### src/hw/rtl/lge_pkg.sv
// Package for the life generation engine: payload structs, codes and
// controller/datapath command and status types. No dependencies.
`timescale 1ns / 1ps

package lge_pkg;

    // Default store size
    localparam int DEF_MAX_WIDTH  = 64;
    localparam int DEF_MAX_HEIGHT = 64;

    // Register reset values
    localparam logic [6:0] RST_GRID_WIDTH  = 7'd64;
    localparam logic [6:0] RST_GRID_HEIGHT = 7'd64;
    localparam logic [6:0] RST_GEN_LIMIT   = 7'd100;

    // Register indexes
    localparam logic [1:0] CFG_GRID_WIDTH  = 2'd0;
    localparam logic [1:0] CFG_GRID_HEIGHT = 2'd1;
    localparam logic [1:0] CFG_GEN_LIMIT   = 2'd2;

    // Item modes
    localparam logic [1:0] MODE_WRITE   = 2'd0;
    localparam logic [1:0] MODE_ADVANCE = 2'd1;
    localparam logic [1:0] MODE_READ    = 2'd2;
    localparam logic [1:0] MODE_UNUSED  = 2'd3;  // no state change

    // Row read kinds
    localparam logic [1:0] RD_WIN  = 2'd0;  // row into neighbor window
    localparam logic [1:0] RD_ZCHK = 2'd1;  // row outside active area, must be empty
    localparam logic [1:0] RD_CELL = 2'd2;  // row of the addressed cell

    typedef struct packed {
        logic [1:0] mode;
        logic [5:0] cell_x;
        logic [5:0] cell_y;
        logic       alive_in;
    } in_item_t;

    typedef struct packed {
        logic       cell_value;
        logic       grid_stable;
        logic       restart;
        logic [6:0] generation;
    } out_item_t;

    typedef struct packed {
        logic       load_item;
        logic       adv_start;
        logic       rd_en;
        logic [1:0] rd_kind;
        logic       cell_wr;
        logic       cell_cap;
        logic       load_out;
    } ctl_cmd_t;

    typedef struct packed {
        logic [1:0] mode;
        logic       in_range;
    } dp_status_t;

endpackage

### src/hw/rtl/lge_ctrl.sv
// Controller of the life generation engine: item handshake, row sequencing
// and result handshake. Depends on lge_pkg.
`timescale 1ns / 1ps

module lge_ctrl #(
    parameter int MAX_HEIGHT = lge_pkg::DEF_MAX_HEIGHT,
    parameter int YW         = $clog2(MAX_HEIGHT),
    parameter int HW         = YW + 1
) (
    input  logic                clk,
    input  logic                rst_n,
    input  logic                item_valid,
    output logic                item_stall,
    output logic                result_valid,
    input  logic                result_stall,
    input  lge_pkg::dp_status_t status,
    input  logic [HW-1:0]       rows_eff,
    output lge_pkg::ctl_cmd_t   cmd,
    output logic [YW-1:0]       rd_addr
);

    localparam int CW = YW + 2;

    typedef enum logic [2:0] {
        S_IDLE,
        S_DISPATCH,
        S_ADV_WIN,
        S_ADV_TAIL,
        S_ADV_DRAIN,
        S_CELL_RD,
        S_CELL_USE,
        S_FINISH
    } state_t;

    state_t         state_reg, state_next;
    logic [CW-1:0]  k_reg, k_next;
    logic           drain_reg, drain_next;
    logic           oval_reg, oval_next;
    logic [CW-1:0]  hx;
    logic [CW-1:0]  win_addr;
    logic           out_free;

    assign hx           = CW'(rows_eff);
    assign item_stall   = (state_reg != S_IDLE);
    assign result_valid = oval_reg;
    assign out_free     = !oval_reg || !result_stall;

    // Wrapped row order for the window: last row, then 0..h-1, then row 0
    always_comb
    begin
        if (k_reg == '0)
            win_addr = hx - CW'(1);
        else if (k_reg <= hx)
            win_addr = k_reg - CW'(1);
        else
            win_addr = '0;
    end

    // Next state and commands
    always_comb
    begin
        state_next = state_reg;
        k_next     = k_reg;
        drain_next = drain_reg;
        oval_next  = oval_reg;
        cmd        = '0;
        rd_addr    = win_addr[YW-1:0];
        if (oval_reg && !result_stall)
            oval_next = 1'b0;
        unique case (state_reg)
            S_IDLE:
            begin
                if (item_valid)
                begin
                    cmd.load_item = 1'b1;
                    state_next    = S_DISPATCH;
                end
            end
            S_DISPATCH:
            begin
                if (status.mode == lge_pkg::MODE_ADVANCE)
                begin
                    cmd.adv_start = 1'b1;
                    k_next        = '0;
                    state_next    = S_ADV_WIN;
                end
                else if ((status.mode == lge_pkg::MODE_WRITE ||
                          status.mode == lge_pkg::MODE_READ) && status.in_range)
                    state_next = S_CELL_RD;
                else
                    state_next = S_FINISH;
            end
            S_ADV_WIN:
            begin
                cmd.rd_en   = 1'b1;
                cmd.rd_kind = lge_pkg::RD_WIN;
                k_next      = k_reg + CW'(1);
                drain_next  = 1'b0;
                if (k_reg == hx + CW'(1))
                begin
                    if (hx == CW'(MAX_HEIGHT))
                        state_next = S_ADV_DRAIN;
                    else
                    begin
                        k_next     = hx;
                        state_next = S_ADV_TAIL;
                    end
                end
            end
            S_ADV_TAIL:
            begin
                cmd.rd_en   = 1'b1;
                cmd.rd_kind = lge_pkg::RD_ZCHK;
                rd_addr     = k_reg[YW-1:0];
                k_next      = k_reg + CW'(1);
                if (k_reg == CW'(MAX_HEIGHT - 1))
                    state_next = S_ADV_DRAIN;
            end
            S_ADV_DRAIN:
            begin
                // wait for the read and window stages to empty
                drain_next = 1'b1;
                if (drain_reg)
                    state_next = S_FINISH;
            end
            S_CELL_RD:
            begin
                cmd.rd_en   = 1'b1;
                cmd.rd_kind = lge_pkg::RD_CELL;
                state_next  = S_CELL_USE;
            end
            S_CELL_USE:
            begin
                if (status.mode == lge_pkg::MODE_WRITE)
                    cmd.cell_wr = 1'b1;
                else
                    cmd.cell_cap = 1'b1;
                state_next = S_FINISH;
            end
            S_FINISH:
            begin
                if (out_free)
                begin
                    cmd.load_out = 1'b1;
                    oval_next    = 1'b1;
                    state_next   = S_IDLE;
                end
            end
            default:
            begin
                state_next = S_IDLE;
            end
        endcase
    end

    // State and registered outputs
    always_ff @(posedge clk or negedge rst_n)
    begin
        if (!rst_n)
        begin
            state_reg <= S_IDLE;
            k_reg     <= '0;
            drain_reg <= 1'b0;
            oval_reg  <= 1'b0;
        end
        else
        begin
            state_reg <= state_next;
            k_reg     <= k_next;
            drain_reg <= drain_next;
            oval_reg  <= oval_next;
        end
    end

endmodule

### config.mk
export PLATFORM = sky130hd
export DESIGN_NAME = lge_ctrl
export DESIGN_NICKNAME = d
export VERILOG_FILES = /design/src/hw/rtl/lge_pkg.sv /design/src/hw/rtl/lge_ctrl.sv
export SDC_FILE = /design/constraint.sdc
export NUM_CORES = 1
export LEC_CHECK = 0
export ABC_AREA = 1
export BUFFER_PORTS_ARGS = -buffer_cell sky130_fd_sc_hd__buf_2
export CORE_MARGIN = 2
export CORE_UTILIZATION = 51
export DETAILED_ROUTE_END_ITERATION = 6
export PLACE_DENSITY_LB_ADDON = 0.1
export SLEW_MARGIN = 20
export SYNTH_ARGS = -nofsm -noshare
export SYNTH_HDL_FRONTEND = slang
export SYNTH_SLANG_ARGS = --single-unit
### constraint.sdc
create_clock -name clk -period 2.7 [get_ports clk]
set_clock_uncertainty 0.15 [all_clocks]
set_input_delay 0.135 -clock clk [delete_from_list [all_inputs] [get_ports clk]]
set_output_delay 0.135 -clock clk [all_outputs]
set_load 0.02 [all_outputs]
* Word-level counts from Yosys, hierarchy flattened
Cells that the tools add are included.
W data, S select, Z words.
** Word-level totals
- Register bits :: 13
- Latch bits :: 0
- RAM bits :: 0
- ROM bits :: 0
- Input port bits :: 14
- Output and inout bits :: 16
- Word-level logic and storage cells :: 71
- Memories kept :: 0
** Cells by class
- $add $sub $neg :: 4
- Multiply operators :: 0
- Div/mod/pow operators :: 0
- Order comparisons :: 1
- Eq/ne operators :: 18
- Shift operators :: 0
- Muxes and demuxes :: 30
- Bitwise operators :: 0
- Reductions and logical operators :: 14
** Operators with widths (count)
- $mux W8 :: 3
- $pmux W3 S8 :: 1
- $pmux W8 S3 :: 1
- $mux W3 :: 7
- $mux W6 :: 3
- $eq A3 B3 Y1 const B :: 4
- $ne A2 B2 Y1 const B :: 6
- $sub A6 B1 Y6 const B :: 2
- $mux W1 :: 11
- $pmux W3 S3 :: 1
- $add A7 B1 Y8 const B :: 1
- $add A8 B1 Y8 const B :: 1
- $eq A8 B6 Y1 const B :: 1
- $eq A8 B8 Y1 :: 1
- $le A8 B7 Y1 :: 1
- $logic_not A8 Y1 :: 1
- $eq A7 B7 Y1 const B :: 1
- $eq A3 B2 Y1 const B :: 2
- $reduce_bool A3 Y1 :: 2
- $reduce_and A5 Y1 :: 1
- $mux W2 :: 2
- $eq A3 B1 Y1 const B :: 1
- $logic_not A3 Y1 :: 1
- $eq A2 B1 Y1 const B :: 1
- 8 further kinds :: 11

* Longest topological paths before layout
Gate-level depths: netlist of the first run.
- Depth in word-level cells :: 6
- Depth in mapped cells :: 14
- Depth with buffers taken out :: 13

* Worst setup path after synthesis of the first run
OpenSTA, ideal clock, no wires.
- Path kind :: flip-flop to flip-flop
- From :: register k_reg[0]
- To :: register state_reg[0]
- Setup time :: 0.117 ns
- Data arrival time :: 1.641 ns
- Required time :: 2.433 ns
- Slack :: 0.792 ns
- Stages on the path, launching flop included :: 11
- Buffers on the path :: 0
- Period minus slack after synthesis :: 1.908 ns
- Cell sequence :: dfrtp_1 > inv_1 > ha_1 > a21oi_1 > o21ai_0 > nor2_8 > nand2_4 > nand2_4 > nand2_2 > nand2_1 > nand2_1
** On the way
- Word-level cells in the longest chain between the ends :: 3
- Elaborated cells between the ends (all ways) :: 5
- Those cells by class :: eq/ne: 4; reduce/logical: 1
** Ends and longest elaborated chain
- start, declared :: RTL line lge_ctrl.sv:36 : logic [CW-1:0] k_reg, k_next;
- start signal, assigned :: RTL line lge_ctrl.sv:169 : k_reg <= k_next;
- $eq A8 B6 Y1 or $eq A8 B8 Y1 (tied branches) :: RTL line lge_ctrl.sv:116, lge_ctrl.sv:99
- $ne A2 B2 Y1 (no line)
- $reduce_and A5 Y1 (no line) *
- end signal, assigned :: RTL line lge_ctrl.sv:168 : state_reg <= state_next;
- end, declared :: RTL line lge_ctrl.sv:35 : state_t state_reg, state_next;
Mark *: on every way between the ends. The rest lies on a longest branch, timed or not.
A chain may end at the register's enable or synchronous reset.

* Worst setup path in the final report of the first run
- From :: register k_reg[4]
- To :: output port rd_addr[5]
** On the way
- Word-level cells in the longest chain between the ends :: 4
- Elaborated cells between the ends (all ways) :: 6
- Those cells by class :: add/sub: 1; order compare: 1; mux: 3; reduce/logical: 1
** Ends and longest elaborated chain
- $le A8 B7 Y1 or $sub A6 B1 Y6 (tied branches) :: RTL line lge_ctrl.sv:53, lge_ctrl.sv:54
- $mux W6 :: RTL line lge_ctrl.sv:53 : else if (k_reg <= hx)
- $mux W6 * :: RTL line lge_ctrl.sv:51 : if (k_reg == '0)
- $mux W6 * :: RTL line lge_ctrl.sv:70 : unique case (state_reg)
- end, declared :: RTL line lge_ctrl.sv:19 : output logic [YW-1:0] rd_addr
Marks and branches as above.

==> metrics.md, run 1 <==
| Metric | Value |
|---|---|
| Library cell with the highest instance count after synthesis | nand2_1 |
| Post-synthesis mux area share | 0% |
| Final-layout setup total negative slack | 0 ps |
| Post-layout nets | 354 |
| Sequential group share of total power | 17.5% |
| Adder-cell area share of the yosys netlist | 8.12% |
| Fraction of synthesized cell area taken by the top area cell type | 17.6% |
| Comb pwr share | 77.5% |
| Leading register cell type out of synthesis | dfrtp_1 |
| Req. time, crit path | 2410 ps |
| Initial DRT Pass Iterations | 4 |
| Worst slew pin tran | 586 ps |
| Netlist cell types | 36 |
| Drt first-iter violations | 187 |
| Combined buffer and inverter count along the critical path | 2 |
| Global-route usage over all layers | 23.7% |
| Post-CTS sizing | 0 |
| Switching power total | 1.46 mW |
| Top cell family by delay on the critical path | simple AND/OR/NAND/NOR gates |
| Met3 wire length | 216 µm |
| Post-detailed-route wirelength per cell | 12.3 µm |
| Synthesized area per cell | 6.20 µm² |
| Master cell of the clock root buffer | clkbuf_4 |
| CTS clk-pin slew, worst paths | 80 ps |
| R2R depth | 7 |
| Die Wd | 64.2 µm |
| Initial standard-cell utilization of the core | 54.1% |
| Buffers inserted during post-CTS setup optimization | 0 |
| R2R setup slack | 580 ps |
| Sequential area share after synthesis | 17.6% |
| Synthesis-to-finish area growth | 11.7% |
| Overall overflow remaining after global route | 0 |
| Cell area after synthesis | 1850 µm² |
| Share of layout cells above drive strength 1 | 16.2% |
| Leading post-synthesis cells by cell area | dfrtp_1 (18%), nand2_1 (16%), nand3_1 (12%) |
| Type of the tightest min-delay check | primary input to asynchronous set/reset pin |
| Number of global-route vias before repair | 1694 |
| Synth async-reset ratio | 100% |
| Max_cap viols | 0 |
| Overall die height | 64.2 µm |
| First-pass GRT wire length | 7.85 mm |
| Flip-flop count of the largest register, all copies and words added | 8 |
| Simple logic cell fraction of the synthesized area | 47.8% |
| Maximum operating frequency | 0.388 GHz |
| Data arrival at the endpoint of the critical path | 2290 ps |
| Final antenna diode count | 0 |
| Number of pins with negative max-slew slack in the final report | 0 |
| Clock network fraction of total power | 5.0% |
| Num Clock Sinks | 13 |
| Clock latency of the later-clocked register in the worst-skew pair | 290 ps |
| FF-to-FF Start | k_reg[1] |
| Detailed-route wire length | 4.60 mm |
| Largest family of logic cells by synthesized area | simple AND/OR/NAND/NOR gates |
| Antenna violations before repair | 0 |
| Cells after Synth | 298 |
| Setup violation total in the final timing report | 0 |
| Maximum count of clock buffers along a single path | 2 |
| Final hold violations | 0 |
| M1 wire length | 2.43 mm |
| Number of H-tree levels | 1 |
| Worst setup timing slack at the placement stage | 454 ps |
| Min Clock Period, post-route | 2570 ps |
| TritonCTS clock tree | yes |
| Critical path fanouts, max | 10 |
| Final setup slack of the worst path | 126 ps |
| Via density per instance | 5.30 |
| Endpoint type of the worst setup path | primary output |
| Antenna Nets Post-Route | 0 |
| Gpl congestion | 0.861 |
| Slowest CP cell | dfrtp_1 |
| Detailed Place HPWL | 3.68 mm |
| Layout Utilization | 60.4% |
| Power density over the cells | 1190 nW/µm² |
| Detailed-route via count | 1978 |
| Leak Pwr | 1.15 nW |
| Type of origin of the critical path | flop |
| EDFF count, synth | 0 |
| Compound-Gate Fraction of Synth Area | 10.3% |
| Relative max-transition margin | 60.5% |
| Number of synthesized register bits | 13 |
| Met2 wire len | 1.94 mm |
| Synthesis Warnings | 0 |
| Uppermost layer routed | met4 |
| Peak supply drop | 0.000728 V |
| Floorplan die area | 4120 µm² |
| CP Class | flop to primary output |
| Buffers on Ports | 29 |
| Number of hold buffers added after CTS | 2 |
| Period utilization | 95.3% |
| Standard-cell rows | 21 |
| Series of cell instances along the critical path | nor4_1 > nand3_1 > clkinv_1 > nand2_1 > o21ai_1 > a21oi_1 > nor2_1 > buf_2 |
| Worst stage delay on the critical path | 520 ps |
| Parity-gate share of the synthesized area counting xor and xnor cells | 5.69% |
| Cell taking the most area after synthesis | dfrtp_1 |
| Int Power | 0.998 mW |
| Net count of the mapped netlist | 324 |
| Largest net degree at the start of global routing | 14 |
| Total clock buffers created by CTS | 3 |
| Most used standard cells in the synthesized netlist | nand2_1 (79), nand3_1 (43), inv_1 (31), nor2_1 (31), a21oi_1 (16) |
| Unrepaired setup endpoints after global routing | no |
| Sw Ratio | 59.5% |
| Worst reg2reg path endpoint | state_reg[2] |
| Run status | finished clean |
| Core area | 3420 µm² |
| DRC violations left | 0 |
| I/O pin count | 30 |
==> power groups by stage <==
stage / clock [mW] / sequential [mW] / combinational, mW
6_report: 0.124 / 0.431 / 1.91
4_1_cts: 0.127 / 0.427 / 1.90
3_5_place_dp: 0 / 0.431 / 1.89
5_1_grt: 0.135 / 0.449 / 2.13
2_1_floorplan: 0 / 0.365 / 1.47
3_3_place_gp: 0 / 0.429 / 1.88
==> kinds of logic after synthesis <==
| group | after synthesis |
|---|---|
| DFF | 13 |
| adders and majority gates | 12 |
| xor gates and xnor gates | 12 |
| AOI/OAI and AO/OA | 35 |
| buffers and inverters | 46 |
| and+or+nand+nor | 180 |
==> layout by cell type (no fill, tap or decap), types with 2 or more instances in the layout <==
master	count
nor3_1	5
nand2_2	2
xor2_1	11
o21bai_1	2
nand3_4	2
ha_1	12
nand2_4	2
clkinv_1	2
nor3_2	2
nor4_1	3
o21ai_0	6
dlygate4sd3_1	2
buf_4	3
nand2_1	79
dfrtp_1	13
nor2_1	31
buf_2	29
a21oi_1	16
o21ai_1	6
inv_2	4
nand3_1	43
inv_1	31
clkbuf_4	3
nor2_8	2
nand4_1	4
==> routing by layer <==
layer / vias to the layer above / global-route usage [%]
li1: 1032 / -
met1: 890 / 36.9
met2: 53 / 34.2
met3: 3 / 4.23
met4: 0 / 3.72
met5: - / 0
==> worst register-to-register path, stage by stage, from the launching register on <==
cell and delay [ps]:
dfrtp_1 510, ha_1 250, nand3_1 150, nor3_2 220, a31oi_1 120, nor3_1 400
nand3_1 170, nand3_1 100
==> how the worst max path moves through the flow <==
stage	startpoint	end	cells after the start
2_1_floorplan	state_reg[2]	rd_addr[2]	5
3_3_place_gp	rows_eff[0]	k_reg[5]	12
3_5_place_dp	rows_eff[0]	k_reg[5]	12
4_1_cts	k_reg[4]	rd_addr[5]	8
5_1_grt	k_reg[4]	rd_addr[5]	8
6_report	k_reg[4]	rd_addr[5]	8
==> through the flow <==
| step | instance area [µm²] | std cells | hold WS [ps] | total power, mW |
|---|---|---|---|---|
| 6_report | 2060 | 373 | 105 | 2.46 |
| 5_1_grt | 2060 | 373 | 123 | 2.72 |
| 4_1_cts | 2060 | 373 | 109 | 2.46 |
| 3_5_place_dp | 2020 | 367 | -113 | 2.32 |
| 3_3_place_gp | 2020 | 367 | -112 | 2.31 |
| 2_1_floorplan | 1850 | 298 | -311 | 1.84 |
==> cell type report <==
cell class	instances	area, µm²
multi-input combinational	239	1330
timing repair buffer	34	188
fill	356	1350
sequential	13	325
tap	46	57.6
inverter	37	139
clock buffer	4	26.3
Note: power is estimated with default switching activity, not from simulation.
==> run 2, diff against run 1 <==
==> constraint.sdc (replaced) <==
create_clock -name clk -period 2.55 [get_ports clk]
set_clock_uncertainty 0.15 [all_clocks]
set_input_delay 0.1275 -clock clk [delete_from_list [all_inputs] [get_ports clk]]
set_output_delay 0.1275 -clock clk [all_outputs]
set_load 0.02 [all_outputs]
==> run 2 against run 1 <==
  * Core utilization is 0.15 points higher
  * Cell area is 0.24% higher
  * Die area stayed put
  * Power is 7.0% higher
  * Clock-buffer cell count stayed put
  * Largest cell class unchanged
  * Sequential power is 8.8% higher
  * Global-route usage is 1.1 points higher
==> metrics.md, run 2 (synthesized netlist as in run 1, its figures left out) <==
| Metric | Value |
|---|---|
| Series of cell instances along the critical path | ha_1 > inv_1 > o31ai_1 > nand2_1 > nand2_1 > nand2_1 > nand2_1 > nand2_1 > nand2_1 > nand2_1 > buf_2 |
| Peak supply drop | 0.000773 V (+6.1%) |
| Initial standard-cell utilization of the core | 54.1% (unchanged) |
| Number of H-tree levels | 1 (unchanged) |
| Worst reg2reg path endpoint | state_reg[1] |
| Gpl congestion | 0.910 (+5.7%) |
| First-pass GRT wire length | 8.21 mm (+4.7%) |
| Overall die height | 64.2 µm (unchanged) |
| Int Power | 1.08 mW (+8.4%) |
| Initial DRT Pass Iterations | 4 (unchanged) |
| Overall overflow remaining after global route | 0 (unchanged) |
| Sw Ratio | 58.9% (-0.56 points) |
| Max_cap viols | 0 (unchanged) |
| Flip-flop count of the largest register, all copies and words added | 8 (unchanged) |
| Clock network fraction of total power | 5.2% (+0.2 points) |
| Count of placed standard cells including taps | 367 (unchanged) |
| Largest net degree at the start of global routing | 14 (unchanged) |
| Critical path fanouts, max | 9 (-1) |
| Period utilization | 91.6% |
| Die Wd | 64.2 µm (unchanged) |
| Antenna Nets Post-Route | 0 (unchanged) |
| Final hold violations | 0 (unchanged) |
| Worst slew pin tran | 605 ps (+19.0 ps) |
| Share of layout cells above drive strength 1 | 17.4% (+1.2 points) |
| Req. time, crit path | 2270 ps (-140 ps) |
| Power density over the cells | 1270 nW/µm² (+6.7%) |
| FF-to-FF Start | k_reg[0] |
| Synthesis-to-finish area growth | 12.0% |
| Detailed-route wire length | 4.67 mm (+1.5%) |
| Leak Pwr | 1.14 nW (-0.56%) |
| Type of origin of the critical path | flop |
| Highest-count cells in the layout ignoring fill and taps | nand2_1 (79), nand3_1 (43), inv_1 (31), nor2_1 (31), buf_2 (29) |
| Final antenna diode count | 0 (unchanged) |
| Endpoint type of the worst setup path | primary output |
| CP Class | flop to primary output |
| Slowest CP cell | dfrtp_2 |
| Worst path most repeated cell | nand2_1 |
| Core area | 3420 µm² (unchanged) |
| Global-route usage over all layers | 24.8% (+1.1 points) |
| TritonCTS clock tree | yes |
| Standard-cell rows | 21 (unchanged) |
| Worst stage delay on the critical path | 480 ps (-40 ps) |
| Floorplan die area | 4120 µm² (unchanged) |
| Run status | finished clean |
| Detailed Place HPWL | 3.74 mm (+1.4%) |
| Switching power total | 1.55 mW (+6.0%) |
| Antenna violations before repair | 0 (unchanged) |
| Relative max-transition margin | 59.2% (-1.3 points) |
| Detailed-route via count | 2000 (+1.1%) |
| Post-route insts no fill | 373 (unchanged) |
| Post-layout nets | 354 (unchanged) |
| Via density per instance | 5.36 (+1.1%) |
| R2R setup slack | 460 ps (-120 ps) |
| Leading cell type in the layout, fill and taps excluded | nand2_1 |
| Sequential group share of total power | 17.8% (+0.3 points) |
| Maximum operating frequency | 0.428 GHz |
| Fill cells | 361 (+1.4%) |
| R2R depth | 10 (+3) |
| Num Clock Sinks | 13 (unchanged) |
| Unrepaired setup endpoints after global routing | no |
| Total power consumption of the routed design | 2.63 mW (+7.0%) |
| Type of the tightest min-delay check | primary input to asynchronous set/reset pin |
| Number of global-route vias before repair | 1774 (+4.7%) |
| DRC violations left | 0 (unchanged) |
| Setup violation total in the final timing report | 0 (unchanged) |
| Master cell of the clock root buffer | clkbuf_4 |
| Buffers on Ports | 29 (unchanged) |
| Maximum count of clock buffers along a single path | 2 (unchanged) |
| Total clock buffers created by CTS | 3 (unchanged) |
| Number of pins with negative max-slew slack in the final report | 0 (unchanged) |
| Post-detailed-route wirelength per cell | 12.5 µm (+1.5%) |
| Buffers inserted during post-CTS setup optimization | 0 (unchanged) |
| Clock latency of the later-clocked register in the worst-skew pair | 290 ps (about the same) |
| Drt first-iter violations | 149 (-20%) |
| Min Clock Period, post-route | 2330 ps |
| Final-layout setup total negative slack | 0 ps (unchanged) |
| I/O pin count | 30 (unchanged) |
| CTS clk-pin slew, worst paths | 90 ps (about the same) |
| Data arrival at the endpoint of the critical path | 2060 ps (-230 ps) |
| Comb pwr share | 77.0% (-0.5 points) |
run 2: power by group through the flow:
stage	Sequential (mW)	Combinational [mW]	Clock, mW
5_1_grt	0.488	2.29	0.148
4_1_cts	0.462	2.02	0.140
2_1_floorplan	0.387	1.56	0
3_3_place_gp	0.462	2.00	0
6_report	0.469	2.03	0.136
3_5_place_dp	0.465	2.01	0
run 2: per-stage QoR:
| stage | setup WS, ps | hold slack, ps | util (%) | instance area, µm² |
|---|---|---|---|---|
| floorplan | 642 | -318 | - | 1850 |
| global placement | 362 | -118 | 59.1 | 2020 |
| detailed placement | 325 | -118 | 59.1 | 2020 |
| CTS | 160 | 97.3 | 60.4 | 2060 |
| global route | 3.90 | 109 | 60.6 | 2070 |
| finish | 215 | 93.0 | 60.6 | 2070 |
run 2: worst max-delay path, delay by kind of cell, from the launching register on:
kind                       cells  cell delay (ps)
adders and majority gates      1              320
AOI/OAI and AO/OA              1              240
and+or+nand+nor                7              520
buffers and inverters          2              210
DFF                            1              480
run 2: per-layer routing:
layer / wire length [µm] / part of all wire (%) / global-route usage [%] / up-vias
li1: - / - / - / 1034
met1: 2370 / 51 / 38.5 / 901
met2: 1990 / 43 / 36.6 / 63
met3: 296 / 6.3 / 4.05 / 2
met4: 13 / 0.28 / 2.93 / 0
met5: 0 / 0 / 0 / -
run 2: layout make-up:
type / count / area (µm²) / area share [%]
clock buffer: 4 / 26.3 / 1.27
tap: 46 / 57.6 / 2.78
timing repair buffer: 34 / 188 / 9.07
multi-input combinational: 239 / 1330 / 64.2
inverter: 37 / 139 / 6.71
sequential: 13 / 330 / 16.0
run 2: repair_timing:
item / 4_1_cts / 5_1_grt
endpoints found under the hold margin: 14 / 0
gates resized for setup: 0 / 4
hold buffers: 2 / 0
endpoints found under the setup margin: 0 / 1
run 2: how the worst max path moves through the flow:
stage                      from      endpoint  slack, ps  cells after the start
floorplan              k_reg[0]  state_reg[0]        640                     10
global placement    rows_eff[0]      k_reg[5]        360                     12
detailed placement  rows_eff[0]      k_reg[5]        330                     12
CTS                    k_reg[3]    rd_addr[3]        160                     11
global route           k_reg[0]    rd_addr[4]          4                      9
finish                 k_reg[3]    rd_addr[3]        220                     11
